### config.mk
export PLATFORM = sky130hd
export DESIGN_NAME = terminal_line_discipline_unit
export DESIGN_NICKNAME = d
export VERILOG_FILES = /design/src/hw/rtl/tld_pkg.sv /design/src/hw/rtl/tld_fifo.sv /design/src/hw/rtl/tld_front.sv /design/src/hw/rtl/tld_back.sv /design/src/hw/rtl/terminal_line_discipline_unit.sv
export SDC_FILE = /design/constraint.sdc
export NUM_CORES = 1
export LEC_CHECK = 0
export BUFFER_PORTS_ARGS = -buffer_cell sky130_fd_sc_hd__clkbuf_2
export CAP_MARGIN = 30
export CORE_ASPECT_RATIO = 0.7
export CORE_UTILIZATION = 50
export CTS_CLUSTER_SIZE = 40
export DETAILED_ROUTE_END_ITERATION = 8
export GPL_TIMING_DRIVEN = 0
export PLACE_DENSITY = 0.73
export SYNTH_ARGS = -nofsm -noshare
export SYNTH_HDL_FRONTEND = slang
export SYNTH_SLANG_ARGS = --single-unit
### constraint.sdc
create_clock -name clk -period 4.5 [get_ports clk]
set_clock_uncertainty 0.2 [all_clocks]
set_input_delay 0.675 -clock clk [delete_from_list [all_inputs] [get_ports clk]]
set_output_delay 0.675 -clock clk [all_outputs]
set_load 0.01 [all_outputs]
### src/hw/rtl/tld_pkg.sv
package tld_pkg;

	localparam int BUFFER_DEPTH = 64;
	localparam int MAX_READ     = 64;
	localparam int LEN_W        = 7;
	localparam int CMDQ_DEPTH   = 2;
	localparam int RESQ_DEPTH   = 4;

	localparam logic [7:0] KEY_INTR = 8'd3;
	localparam logic [7:0] KEY_STOP = 8'd26;
	localparam logic [7:0] KEY_BS   = 8'd8;
	localparam logic [7:0] KEY_DEL  = 8'd127;
	localparam logic [7:0] KEY_LF   = 8'd10;
	localparam logic [7:0] KEY_CR   = 8'd13;

	typedef enum logic [1:0] {
		CFG_CANON   = 2'd0,
		CFG_SIGKEYS = 2'd1,
		CFG_FGROUP  = 2'd2
	} cfg_idx_t;

	typedef enum logic [1:0] {
		KIND_DATA  = 2'd0,
		KIND_EMPTY = 2'd1,
		KIND_INTR  = 2'd2
	} res_kind_t;

	typedef enum logic [2:0] {
		OP_INTR      = 3'd0,
		OP_ERASE     = 3'd1,
		OP_NEWLINE   = 3'd2,
		OP_APPEND    = 3'd3,
		OP_RAW       = 3'd4,
		OP_READ_LINE = 3'd5,
		OP_READ_RAW  = 3'd6
	} cmd_op_t;

	typedef enum logic [1:0] {
		ST_IDLE      = 2'd0,
		ST_READ_LINE = 2'd1,
		ST_READ_RAW  = 2'd2
	} back_state_t;

	typedef struct packed {
		cmd_op_t           op;
		logic [7:0]        chr;
		logic [LEN_W-1:0]  len;
		logic [15:0]       group;
	} cmd_t;

	typedef struct packed {
		res_kind_t   kind;
		logic [7:0]  data;
		logic        last;
		logic [15:0] group;
	} res_t;

endpackage

### src/hw/rtl/tld_fifo.sv
module tld_fifo #(
	parameter int W     = 8,
	parameter int DEPTH = 2
) (
	input  logic                       clk,
	input  logic                       arst_n,
	input  logic                       push,
	input  logic [W-1:0]               wdata,
	input  logic                       pop,
	output logic [W-1:0]               rdata,
	output logic                       full,
	output logic                       empty,
	output logic [$clog2(DEPTH+1)-1:0] count
);

	localparam int PW = $clog2(DEPTH);
	localparam int CW = $clog2(DEPTH + 1);

	logic [W-1:0]  mem_q [DEPTH];
	logic [PW-1:0] wr_ptr_q, rd_ptr_q;
	logic [CW-1:0] cnt_q;
	logic          do_push, do_pop;

	assign full    = (cnt_q == CW'(DEPTH));
	assign empty   = (cnt_q == '0);
	assign count   = cnt_q;
	assign rdata   = mem_q[rd_ptr_q];
	assign do_push = push && !full;
	assign do_pop  = pop && !empty;

	always_ff @(posedge clk or negedge arst_n) begin
		if (!arst_n) begin
			wr_ptr_q <= '0;
			rd_ptr_q <= '0;
			cnt_q    <= '0;
		end else begin
			if (do_push)
				wr_ptr_q <= (wr_ptr_q == PW'(DEPTH - 1)) ? '0 : wr_ptr_q + PW'(1);
			if (do_pop)
				rd_ptr_q <= (rd_ptr_q == PW'(DEPTH - 1)) ? '0 : rd_ptr_q + PW'(1);
			if (do_push && !do_pop)
				cnt_q <= cnt_q + CW'(1);
			else if (do_pop && !do_push)
				cnt_q <= cnt_q - CW'(1);
		end
	end

	always_ff @(posedge clk) begin
		if (do_push)
			mem_q[wr_ptr_q] <= wdata;
	end

endmodule

### src/hw/rtl/tld_front.sv
module tld_front (
	input  logic                       clk,
	input  logic                       arst_n,
	input  logic                       push,
	input  logic                       func,
	input  logic [7:0]                 char_in,
	input  logic [tld_pkg::LEN_W-1:0]  read_len,
	input  logic                       cfg_valid,
	output logic                       cfg_ready,
	input  logic [1:0]                 cfg_index,
	input  logic [15:0]                cfg_data,
	input  logic                       cmd_full,
	output logic                       cmd_push,
	output tld_pkg::cmd_t              cmd_word
);

	logic        canon_q, sigkeys_q;
	logic [15:0] fgroup_q;
	logic        drop;

	assign cfg_ready = 1'b1;

	always_ff @(posedge clk or negedge arst_n) begin
		if (!arst_n) begin
			canon_q   <= 1'b1;
			sigkeys_q <= 1'b1;
			fgroup_q  <= 16'd1;
		end else if (cfg_valid) begin
			case (tld_pkg::cfg_idx_t'(cfg_index))
				tld_pkg::CFG_CANON:   canon_q   <= cfg_data[0];
				tld_pkg::CFG_SIGKEYS: sigkeys_q <= cfg_data[0];
				tld_pkg::CFG_FGROUP:  fgroup_q  <= cfg_data;
				default: ;
			endcase
		end
	end

	// classify the incoming word into a back-end command; Ctrl+Z is swallowed here when signal keys are enabled
	always_comb begin
		drop           = 1'b0;
		cmd_word.op    = tld_pkg::OP_APPEND;
		cmd_word.chr   = char_in;
		cmd_word.group = fgroup_q;
		cmd_word.len   = (read_len > tld_pkg::LEN_W'(tld_pkg::MAX_READ)) ?
			tld_pkg::LEN_W'(tld_pkg::MAX_READ) : read_len;
		if (func) begin
			cmd_word.op = canon_q ? tld_pkg::OP_READ_LINE : tld_pkg::OP_READ_RAW;
		end else if (sigkeys_q && char_in == tld_pkg::KEY_INTR) begin
			cmd_word.op = tld_pkg::OP_INTR;
		end else if (sigkeys_q && char_in == tld_pkg::KEY_STOP) begin
			drop = 1'b1;
		end else if (!canon_q) begin
			cmd_word.op = tld_pkg::OP_RAW;
		end else if (char_in == tld_pkg::KEY_BS || char_in == tld_pkg::KEY_DEL) begin
			cmd_word.op = tld_pkg::OP_ERASE;
		end else if (char_in == tld_pkg::KEY_CR || char_in == tld_pkg::KEY_LF) begin
			cmd_word.op = tld_pkg::OP_NEWLINE;
		end
	end

	assign cmd_push = push && !cmd_full && !drop;

endmodule

### src/hw/rtl/tld_back.sv
module tld_back #(
	parameter int DEPTH    = tld_pkg::BUFFER_DEPTH,
	parameter int RQ_DEPTH = tld_pkg::RESQ_DEPTH
) (
	input  logic                          clk,
	input  logic                          arst_n,
	input  logic                          cmd_empty,
	input  tld_pkg::cmd_t                 cmd,
	output logic                          cmd_pop,
	input  logic [$clog2(RQ_DEPTH+1)-1:0] res_count,
	output logic                          res_push,
	output tld_pkg::res_t                 res_word
);

	localparam int AW = $clog2(DEPTH);
	localparam int LW = $clog2(DEPTH + 1);
	localparam int CW = $clog2(RQ_DEPTH + 1);
	localparam int NW = tld_pkg::LEN_W;

	tld_pkg::back_state_t state_q, state_d;

	logic [7:0]    line_mem [DEPTH];
	logic [7:0]    fifo_mem [DEPTH];
	logic [LW-1:0] line_len_q, line_len_d;
	logic [LW-1:0] fcnt_q, fcnt_d;
	logic [AW-1:0] head_q, head_d, tail_q, tail_d;
	logic [AW-1:0] ridx_q, ridx_d;
	logic [NW-1:0] rem_q, rem_d;
	logic          rd_v_s1, rd_last_s1, rd_raw_s1;
	logic [7:0]    line_rd_s1, fifo_rd_s1;

	logic          line_we, fifo_we, line_re, fifo_re;
	logic [AW-1:0] line_waddr;
	logic [7:0]    line_wdata;
	logic          issue, issue_last;
	logic          room;
	logic [NW-1:0] n_line, n_raw;

	// a word may be issued only if the result queue can still take it after the one in flight
	assign room = ((CW+1)'(res_count) + (CW+1)'(rd_v_s1)) < (CW+1)'(RQ_DEPTH);

	assign n_line = (cmd.len < NW'(line_len_q)) ? cmd.len : NW'(line_len_q);
	assign n_raw  = (cmd.len < NW'(fcnt_q)) ? cmd.len : NW'(fcnt_q);

	always_comb begin
		state_d = state_q;
		case (state_q)
			tld_pkg::ST_IDLE: begin
				if (!cmd_empty && room && !rd_v_s1) begin
					if (cmd.op == tld_pkg::OP_READ_LINE && n_line != '0)
						state_d = tld_pkg::ST_READ_LINE;
					else if (cmd.op == tld_pkg::OP_READ_RAW && n_raw != '0)
						state_d = tld_pkg::ST_READ_RAW;
				end
			end
			tld_pkg::ST_READ_LINE, tld_pkg::ST_READ_RAW: begin
				if (room && rem_q == NW'(1))
					state_d = tld_pkg::ST_IDLE;
			end
			default: state_d = tld_pkg::ST_IDLE;
		endcase
	end

	always_comb begin
		cmd_pop    = 1'b0;
		res_push   = 1'b0;
		res_word   = '{kind: tld_pkg::KIND_DATA, data: 8'd0, last: 1'b0, group: 16'd0};
		line_we    = 1'b0;
		line_waddr = line_len_q[AW-1:0];
		line_wdata = cmd.chr;
		fifo_we    = 1'b0;
		line_re    = 1'b0;
		fifo_re    = 1'b0;
		issue      = 1'b0;
		issue_last = (rem_q == NW'(1));
		line_len_d = line_len_q;
		fcnt_d     = fcnt_q;
		head_d     = head_q;
		tail_d     = tail_q;
		ridx_d     = ridx_q;
		rem_d      = rem_q;

		// byte coming back from a memory read
		if (rd_v_s1) begin
			res_push      = 1'b1;
			res_word.data = rd_raw_s1 ? fifo_rd_s1 : line_rd_s1;
			res_word.last = rd_last_s1;
		end

		case (state_q)
			tld_pkg::ST_IDLE: begin
				if (!cmd_empty) begin
					case (cmd.op)
						tld_pkg::OP_INTR: begin
							if (room && !rd_v_s1) begin
								cmd_pop        = 1'b1;
								res_push       = 1'b1;
								res_word.kind  = tld_pkg::KIND_INTR;
								res_word.group = cmd.group;
							end
						end
						tld_pkg::OP_ERASE: begin
							cmd_pop = 1'b1;
							if (line_len_q != '0)
								line_len_d = line_len_q - LW'(1);
						end
						tld_pkg::OP_NEWLINE: begin
							cmd_pop = 1'b1;
							if (line_len_q < LW'(DEPTH)) begin
								line_we    = 1'b1;
								line_wdata = tld_pkg::KEY_LF;
								line_len_d = line_len_q + LW'(1);
							end
						end
						tld_pkg::OP_APPEND: begin
							cmd_pop = 1'b1;
							if (line_len_q < LW'(DEPTH - 1)) begin
								line_we    = 1'b1;
								line_len_d = line_len_q + LW'(1);
							end
						end
						tld_pkg::OP_RAW: begin
							cmd_pop = 1'b1;
							if (fcnt_q < LW'(DEPTH)) begin
								fifo_we = 1'b1;
								head_d  = (head_q == AW'(DEPTH - 1)) ? '0 : head_q + AW'(1);
								fcnt_d  = fcnt_q + LW'(1);
							end
						end
						tld_pkg::OP_READ_LINE: begin
							if (room && !rd_v_s1) begin
								cmd_pop    = 1'b1;
								line_len_d = '0;
								ridx_d     = '0;
								rem_d      = n_line;
								if (n_line == '0) begin
									res_push      = 1'b1;
									res_word.kind = tld_pkg::KIND_EMPTY;
									res_word.last = 1'b1;
								end
							end
						end
						tld_pkg::OP_READ_RAW: begin
							if (room && !rd_v_s1) begin
								cmd_pop = 1'b1;
								rem_d   = n_raw;
								if (n_raw == '0) begin
									res_push      = 1'b1;
									res_word.kind = tld_pkg::KIND_EMPTY;
									res_word.last = 1'b1;
								end
							end
						end
						default: cmd_pop = 1'b1;
					endcase
				end
			end
			tld_pkg::ST_READ_LINE: begin
				if (room) begin
					issue   = 1'b1;
					line_re = 1'b1;
					ridx_d  = ridx_q + AW'(1);
					rem_d   = rem_q - NW'(1);
				end
			end
			tld_pkg::ST_READ_RAW: begin
				if (room) begin
					issue   = 1'b1;
					fifo_re = 1'b1;
					tail_d  = (tail_q == AW'(DEPTH - 1)) ? '0 : tail_q + AW'(1);
					fcnt_d  = fcnt_q - LW'(1);
					rem_d   = rem_q - NW'(1);
				end
			end
			default: ;
		endcase
	end

	always_ff @(posedge clk or negedge arst_n) begin
		if (!arst_n) begin
			state_q    <= tld_pkg::ST_IDLE;
			line_len_q <= '0;
			fcnt_q     <= '0;
			head_q     <= '0;
			tail_q     <= '0;
			ridx_q     <= '0;
			rem_q      <= '0;
			rd_v_s1    <= 1'b0;
			rd_last_s1 <= 1'b0;
			rd_raw_s1  <= 1'b0;
		end else begin
			state_q    <= state_d;
			line_len_q <= line_len_d;
			fcnt_q     <= fcnt_d;
			head_q     <= head_d;
			tail_q     <= tail_d;
			ridx_q     <= ridx_d;
			rem_q      <= rem_d;
			rd_v_s1    <= issue;
			if (issue) begin
				rd_last_s1 <= issue_last;
				rd_raw_s1  <= fifo_re;
			end
		end
	end

	always_ff @(posedge clk) begin
		if (line_we)
			line_mem[line_waddr] <= line_wdata;
		if (line_re)
			line_rd_s1 <= line_mem[ridx_q];
	end

	always_ff @(posedge clk) begin
		if (fifo_we)
			fifo_mem[head_q] <= cmd.chr;
		if (fifo_re)
			fifo_rd_s1 <= fifo_mem[tail_q];
	end

endmodule

### src/hw/rtl/terminal_line_discipline_unit.sv
// channel   direction  handshake                    word
// input     in         push / full                  func, char_in, read_len
// result    out        empty / pop                  result_kind, data_byte, last_byte,
//                                                   signal_group
// config    in         cfg_valid / cfg_ready        cfg_index, cfg_data
//
// A character word is taken by the back end from the 2-entry command queue while it is idle.
// A read of n bytes gives n data words, the last one marked (n = 0 gives one empty-read word);
// the bytes come one per cycle from a single read port of the line store or raw FIFO,
// as long as the 4-entry result queue has room; a stalled pop stops byte issue when it fills.
// Reset is asynchronous and sets all control state to its reset values; the stores need no clearing pass.
module terminal_line_discipline_unit #(
	parameter int BUFFER_DEPTH = tld_pkg::BUFFER_DEPTH
) (
	input  logic                      clk,
	input  logic                      arst_n,
	input  logic                      push,
	output logic                      full,
	input  logic                      func,
	input  logic [7:0]                char_in,
	input  logic [tld_pkg::LEN_W-1:0] read_len,
	output logic                      empty,
	input  logic                      pop,
	output logic [1:0]                result_kind,
	output logic [7:0]                data_byte,
	output logic                      last_byte,
	output logic [15:0]               signal_group,
	input  logic                      cfg_valid,
	output logic                      cfg_ready,
	input  logic [1:0]                cfg_index,
	input  logic [15:0]               cfg_data
);

	localparam int CMD_W = $bits(tld_pkg::cmd_t);
	localparam int RES_W = $bits(tld_pkg::res_t);

	logic                                     cmd_push, cmd_pop, cmd_full, cmd_empty;
	tld_pkg::cmd_t                            cmd_in, cmd_out;
	logic [CMD_W-1:0]                         cmd_rdata;
	logic [$clog2(tld_pkg::CMDQ_DEPTH+1)-1:0] cmd_count;
	logic                                     res_push, res_full;
	tld_pkg::res_t                            res_in, res_out;
	logic [RES_W-1:0]                         res_rdata;
	logic [$clog2(tld_pkg::RESQ_DEPTH+1)-1:0] res_count;

	tld_front u_front (
		.clk       (clk),
		.arst_n    (arst_n),
		.push      (push),
		.func      (func),
		.char_in   (char_in),
		.read_len  (read_len),
		.cfg_valid (cfg_valid),
		.cfg_ready (cfg_ready),
		.cfg_index (cfg_index),
		.cfg_data  (cfg_data),
		.cmd_full  (cmd_full),
		.cmd_push  (cmd_push),
		.cmd_word  (cmd_in)
	);

	assign full = cmd_full;

	tld_fifo #(
		.W     (CMD_W),
		.DEPTH (tld_pkg::CMDQ_DEPTH)
	) u_cmdq (
		.clk    (clk),
		.arst_n (arst_n),
		.push   (cmd_push),
		.wdata  (CMD_W'(cmd_in)),
		.pop    (cmd_pop),
		.rdata  (cmd_rdata),
		.full   (cmd_full),
		.empty  (cmd_empty),
		.count  (cmd_count)
	);

	assign cmd_out = tld_pkg::cmd_t'(cmd_rdata);

	tld_back #(
		.DEPTH    (BUFFER_DEPTH),
		.RQ_DEPTH (tld_pkg::RESQ_DEPTH)
	) u_back (
		.clk       (clk),
		.arst_n    (arst_n),
		.cmd_empty (cmd_empty),
		.cmd       (cmd_out),
		.cmd_pop   (cmd_pop),
		.res_count (res_count),
		.res_push  (res_push),
		.res_word  (res_in)
	);

	tld_fifo #(
		.W     (RES_W),
		.DEPTH (tld_pkg::RESQ_DEPTH)
	) u_resq (
		.clk    (clk),
		.arst_n (arst_n),
		.push   (res_push),
		.wdata  (RES_W'(res_in)),
		.pop    (pop),
		.rdata  (res_rdata),
		.full   (res_full),
		.empty  (empty),
		.count  (res_count)
	);

	assign res_out      = tld_pkg::res_t'(res_rdata);
	assign result_kind  = res_out.kind;
	assign data_byte    = res_out.data;
	assign last_byte    = res_out.last;
	assign signal_group = res_out.group;

`ifndef SYNTHESIS
	a_res_no_overflow: assert property (@(posedge clk) disable iff (!arst_n)
		res_push |-> !res_full)
		else $error("result word pushed into a full result queue");

	a_cmd_no_overflow: assert property (@(posedge clk) disable iff (!arst_n)
		cmd_push |-> (!cmd_full && cmd_count != tld_pkg::CMDQ_DEPTH))
		else $error("command pushed into a full command queue");

	a_empty_read_last: assert property (@(posedge clk) disable iff (!arst_n)
		(!empty && result_kind == tld_pkg::KIND_EMPTY) |-> (last_byte && data_byte == 8'd0))
		else $error("empty read word not marked last");

	a_intr_shape: assert property (@(posedge clk) disable iff (!arst_n)
		(!empty && result_kind == tld_pkg::KIND_INTR) |-> (!last_byte && data_byte == 8'd0))
		else $error("interrupt word carries data or last mark");
`endif

endmodule
======== Yosys cells after proc, flatten, opt, wreduce, memory -nomap -nowiden ========
Memories as Yosys holds them, arrays and structs flattened. A register that Yosys moved wholly into a read port is not among the register bits.
Index checks and enable logic that the tools add are counted.
word-level totals
  memories ................................ 4
  word-level logic and storage cells ...... 253
  flip-flop bits (word level) ............. 73
  input bits .............................. 39
  output and inout bits ................... 30
  RAM bits ................................ 1200
memory list
  memory           depth  width  rd ports  clocked after memory_dff  wr ports  line            RTL
  u_back.fifo_mem  64     8      1         1                         1         tld_back.sv:23  logic [7:0] fifo_mem [DEPTH];
  u_back.line_mem  64     8      1         1                         1         tld_back.sv:22  logic [7:0] line_mem [DEPTH];
  u_resq.mem_q     4      27     1         0                         1         tld_fifo.sv:19  logic [W-1:0] mem_q [DEPTH];
  u_cmdq.mem_q     2      34     1         0                         1         tld_fifo.sv:19
operators by class
  $lt $le $gt $ge ......................... 7
  equality and inequality tests ........... 41
  bitwise operators ....................... 1
  $add $sub $neg .......................... 17
  reduce and logical (&&, ||, !) cells .... 58
  multiplexer cells ....................... 106
operators with widths
  operator               count
  $mux W7                15
  $mux W1                44
  $pmux W7 S2            3
  $mux W8                5
  $mux W6                6
  $mux W17               2
  $mux W16               2
  $mux W2                14
  $pmux W7 S4            1
  $eq A8 B4 Y1 const B   3
  $ne A2 B1 Y1 const B   11
  $mux W3                7
  $reduce_bool A7 Y1     3
  $sub A7 B1 Y7 const B  3
  $add A6 B1 Y6 const B  3
  $logic_and A1 B1 Y1    18
  $add A7 B1 Y7 const B  2
  $logic_not A7 Y1       2
  $lt A7 B7 Y1           2
  $lt A7 B7 Y1 const B   2
  $eq A3 B3 Y1 const B   4
  $eq A6 B6 Y1 const B   2
  $pmux W6 S2            1
  $eq A2 B2 Y1 const B   5
  other kinds (39)       70

======== Logic depth before layout (Yosys ltp) ========
An unclocked memory read counts as a cell.
  word-level depth ........................ 14
  mapped depth ............................ 19
  mapped depth without buffers ............ 15

======== Cells and area by module ========
From an unflattened synthesis, not the netlist that was laid out.
second synthesis, totals
  cells, all modules ...................... 2603
  area total of the unflattened synthesis .. 51506.9 um^2
by module, submodules not included
  module              cells an instance  instances  area each (um^2)  sequential area each (um^2)
  tld_back            2216               1          43387.9           32331.0
  tld_fifo at u_resq  178                1          4352.9            3418.3
  tld_fifo at u_cmdq  125                1          2801.4            2142.1
  tld_front           84                 1          964.7             454.2

======== Worst setup path after synthesis ========
Ideal clock, no wire load.
  path type ............................... reg-to-reg
  from .................................... reg u_cmdq.rd_ptr_q
  to ...................................... reg u_resq.cnt_q[1], in the netlist u_resq.count[1]
  required time ........................... 4.175 ns
  clock period less this slack ............ 4.504 ns
  path buffers ............................ 4
  setup time .............................. 0.125 ns
  arrival time ............................ 4.180 ns
  slack ................................... -0.004 ns
  stages on the path, launching flop included .. 18
  cells stage by stage .................... dfrtp_1 -> buf_6 -> buf_4 -> clkbuf_1 -> buf_2 -> mux2i_1 -> inv_1 -> ha_1 -> a21oi_1 -> a21boi_0 -> or4_4 -> mux2i_4 -> a21oi_2 -> o311a_4 -> ha_1 -> inv_1 -> fa_1 -> mux2_2
between the ends
  cells in the longest elaborated chain, start to end .. 13
  elaborated cells on any way between the ends .. 23
  classes of those cells .................. 2 x order compare; 2 x eq/ne; 10 x mux; 8 x reduce/logical; 1 x memory
ends and longest elaborated chain
  element                              line                              RTL
  start: declaration                   tld_fifo.sv:20                    logic [PW-1:0] wr_ptr_q, rd_ptr_q;
  start signal: assignment             tld_fifo.sv:40                    rd_ptr_q <= (rd_ptr_q == PW'(DEPTH - 1)) ? '0 : rd_ptr_q + PW'(1);
  $mem_v2 Z2 W34 (*)                   n/a
  $lt A7 B7 Y1 (on tied branches)      tld_back.sv:43, tld_back.sv:42
  $mux W7 (on tied branches)           tld_back.sv:43, tld_back.sv:42
  $logic_not A7 Y1 (on tied branches)  tld_back.sv:147, tld_back.sv:136
  $mux W1 (on tied branches)           tld_back.sv:147, tld_back.sv:136
  $mux W1 (on tied branches)           tld_back.sv:144, tld_back.sv:131
  $pmux W1 S3 (*)                      tld_back.sv:93                    case (cmd.op)
  $mux W1 (*)                          tld_back.sv:92                    if (!cmd_empty) begin
  $mux W1 (*)                          tld_back.sv:90                    case (state_q)
  $logic_and A1 B1 Y1 (*)              tld_fifo.sv:28                    assign do_push = push && !full;
  named net u_resq.do_push             tld_fifo.sv:22                    logic do_push, do_pop;
  $logic_not A1 Y1                     tld_fifo.sv:43                    else if (do_pop && !do_push)
  $logic_and A1 B1 Y1                  tld_fifo.sv:43
  $reduce_bool A2 Y1 (no source line)  n/a
  end signal: assignment               tld_fifo.sv:42                    cnt_q <= cnt_q + CW'(1);
  end signal: assignment               tld_fifo.sv:44                    cnt_q <= cnt_q - CW'(1);
  end: declaration                     tld_fifo.sv:21                    logic [CW-1:0] cnt_q;
Mark *: on every way through the listed nets, which the timed path passes. The rest lies on a longest branch.
A chain may end at the register's enable or synchronous reset.

======== Final worst setup path ========
Ends and elaborated chain as after synthesis.

==> results.yml <==
status:
  status: "complete, no violations"
sta:
  maxSlewHeadroom: 0.3300
  fin_crit_ns: 4.295
  hold_viol_final: 0
  max_freq_mhz: 232.8
  setup_viol_count_final: 0
  tightest_slew_ns: 1.005
  final.period_utilization: 0.9544
  rsz0062_at_grt: "false"
  hold_slack_ns: 0.05303
  setup_tns_ns: 0
  finalMaxSlewViolations: 0
clock_network:
  cts_buffer_depth: 3
  htree_levels: 3
  clock_sinks: 1289
  cts_tree: "done"
  clk_pin_slew_ns: 0.06
  cts_buffers: 113
  cts_setup_buffers: 0
  cts_root_buf: "clkbuf_16"
  insertion_delay_ns: 0.73
critical_path:
  r2r_cells: 15
  cp_data_required_time_ns: 4.88
  r2r_start: "u_cmdq.rd_ptr_q$_DFFE_PN0P_"
  start_kind: "register"
  critPathCaptureType: "register"
  worstSetupPathType: "register to register"
  r2r_slack_ns: 0.20
  arrival_ns: 4.68
  rr_endpoint: "u_resq.count[1]$_DFFE_PN0P_"
  cp_max_fo: 12
cells_and_area:
  drive_gt1_frac: 0.2561
  fin_cells: 4101
  fin_nets: 2751
  layout_common_cells: "edfxtp_1 (1,216), mux4_2 (363), nor2_1 (169)"
  final_util: 0.5736
  final_common_cell: "edfxtp_1"
  fillCellCount: 7179
  n_antenna_cell: 0
  syn_to_final_growth_pct: 12.82
placed_design:
  dp_hpwl_mm: 77.96
  routabilityCongestion: 0.8892
  io_buffers: 67
  placedCellCount: 3873
route:
  drtAntennaViolNets: 0
  drt_iter0_drc: 3248
  drtPass1Iterations: 6
  drcViolationCount: 0
  routedWlPerCell_um: 28.48
  viasPerCell: 6.239
  routed_wl_mm: 116.8
  num_vias: 25590
hold_path:
  hold_end: "u_front.fgroup_q[6]$_DFFE_PN0P_"
  min_path_type: "primary input to register"
  min-delay-start: "cfg_data[6]"
  hold_depth: 2
die:
  dieArea_sq_um: 103700
  die_h_um: 269.8
  initial_core_util: 0.5084
  rows: 97
  die_x_um: 384.5
  core_sq_um: 100700
  io_pins: 69
power_and_ir_drop:
  power.total_mw: 36.46
  power_density_nw_per_um2: 631.0
  ir_worst_vdd_uv: 442.1
  p_leak_nw: 18.31
synthesis:
  synthAdderAreaFrac: 0.01021
  yosysWarnings: 0
  synth_cell_types: 66
  ys_seq_elements: 1289
  ys_seq_area_frac: 0.7487
  synth_top_family_by_area: "multiplexers"
  synth-main-ff-cell: "edfxtp_1"
  synth.top_cell.area_share: 0.7129
  synth_edf_count: 1216
  synth_mux_area_frac: 0.1751
  synth_top_area_cell: "edfxtp_1"
  synthArstFlopShare: 0.05663
  netlist_instances: 2441
  synth_compound_area_frac: 0.01610
  synth_xor_xnor_area_share: 0.004446
  syn_area_sq_um: 51220
  syn_avg_cell_area_sq_um: 20.98
  synth_nets: 2520
  synth_area_leaders: "edfxtp_1 (71%), mux4_2 (16%), dfrtp_1 (3.4%), nor2_1 (1.2%), ha_1 (0.90%)"
  synth-simple-area-share: 0.03320
flow_run:
  cap_viol_max_count: 0
grt:
  grt.total_usage: 0.2272
  grt_pass1_wl_mm: 172.3
  grt_pass1_vias: 25670
  grt_max_degree: 57
  grt_overflow: 0
  antenna_found_initial: 5
## cells by family after synthesis
family | Yosys count
buf+inv | 156
xor+xnor | 26
compound gates | 127
mux | 435
fa+ha+maj | 40
flops | 1289
simple gates | 367
other cells | 1
## Yosys cell counts (all sizes together), types with 2 or more instances
cell type,count
edfxtp,1216
mux4,363
nor2,169
clkbuf,84
dfrtp,70
nand2,62
mux2,39
ha,37
o21ai,37
buf,36
inv,36
mux2i,33
a21oi,30
nand3,25
nor2b,21
xnor2,17
and2,16
nor3,16
nand2b,14
a21o,10
o31ai,10
xor2,9
and3,7
nor4,7
a31oi,6
nand4,6
o221ai,6
or3,6
nand3b,5
o22ai,4
a211o,3
a32o,3
dfstp,3
fa,3
o21bai,3
or2,3
or3b,3
a21boi,2
a311oi,2
nor4b,2
## per-stage QoR
stage                     instance area [sq um]  setup slack [ns]
after detailed placement                  53820           -0.4670
after global placement                    53230           -0.7489
after floorplan                           51220            0.1477
after CTS                                 57650           0.06179
after global routing                      57780           0.01402
final                                     57780            0.2050
## final cells by class
cell class | count | area (sq um) | area share
Sequential cell | 1289 | 38350 | 0.6636
Buffer | 118 | 496.7 | 0.008596
Clock buffer | 153 | 3070 | 0.05314
Tap cell | 1336 | 1672 | 0.02893
Timing Repair Buffer | 118 | 1156 | 0.02001
Multi-Input combinational cell | 996 | 12300 | 0.2128
Inverter | 36 | 135.1 | 0.002339
Clock inverter | 55 | 608.1 | 0.01052
## critical path, stage by stage, from the launching register on
cell,delay (ns)
dfrtp_2,0.42
buf_12,0.16
buf_8,0.17
mux2i_4,0.26
inv_1,0.09
ha_1,0.31
a21oi_1,0.13
a21boi_0,0.09
or4_4,0.57
mux2i_4,0.25
a21oi_2,0.09
o311a_4,0.42
ha_1,0.22
inv_1,0.07
fa_1,0.42
mux2_2,0.28
## registers in the layout (all words and copies together) (netlist names), 3 cells and up
| name | count |
|---|---|
| u_back.rem_q | 7 |
| u_back.line_len_q | 7 |
| u_resq.count | 3 |
| u_resq.mem_q | 108 |
| u_back.fifo_rd_s1 | 8 |
| u_back.fifo_mem | 512 |
| u_cmdq.mem_q | 68 |
| u_front.fgroup_q | 16 |
| u_back.line_mem | 512 |
| u_back.ridx_q | 6 |
| u_back.line_rd_s1 | 8 |
| u_back.fcnt_q | 7 |
| u_back.head_q | 6 |
| u_back.tail_q | 6 |
## what timing repair did
item,in CTS,in global routing
pin swaps,0,0
gates resized for setup,2,7
hold buffers,16,0
endpoints found under the hold margin,36,0
endpoints found under the setup margin,110,74
gates cloned,0,1
## where the power goes
| part | switching [mW] | internal, mW | total, mW | leakage [nW] |
|---|---|---|---|---|
| clock network | 4.25 | 5.42 | 9.67 | 1.79 |
| registers | 0.369 | 15.2 | 15.5 | 11.9 |
| logic | 6.81 | 4.46 | 11.3 | 4.62 |
| total | 11.4 | 25.0 | 36.5 | 18.3 |
## per-layer routing
| layer | vias up | wire (um) | global-route usage |
|---|---|---|---|
| met5 | - | 0 | 0 |
| met4 | 0 | 2215 | 0.04584 |
| met3 | 159 | 12710 | 0.05562 |
| met2 | 1479 | 52320 | 0.3299 |
| met1 | 13420 | 49570 | 0.3524 |
| li1 | 10530 | - | - |
## worst max path at each step
stage / from / endpoint / slack [ns] / depth (start not counted)
after CTS: u_cmdq.rd_ptr_q$_DFFE_PN0P_ / u_resq.count[1]$_DFFE_PN0P_ / 0.06 / 15
after global placement: u_cmdq.rd_ptr_q$_DFFE_PN0P_ / u_resq.mem_q[0][15]$_DFFE_PP_ / -0.75 / 14
after global routing: u_cmdq.rd_ptr_q$_DFFE_PN0P_ / u_resq.count[2]$_DFFE_PN0P_ / 0.01 / 17
final: u_cmdq.rd_ptr_q$_DFFE_PN0P_ / u_resq.count[1]$_DFFE_PN0P_ / 0.20 / 15
after floorplan: u_cmdq.rd_ptr_q$_DFFE_PN0P_ / u_resq.count[1]$_DFFE_PN0P_ / 0.15 / 17
after detailed placement: u_cmdq.rd_ptr_q$_DFFE_PN0P_ / u_resq.count[1]$_DFFE_PN0P_ / -0.47 / 17
(Power assumes the default switching activity.)
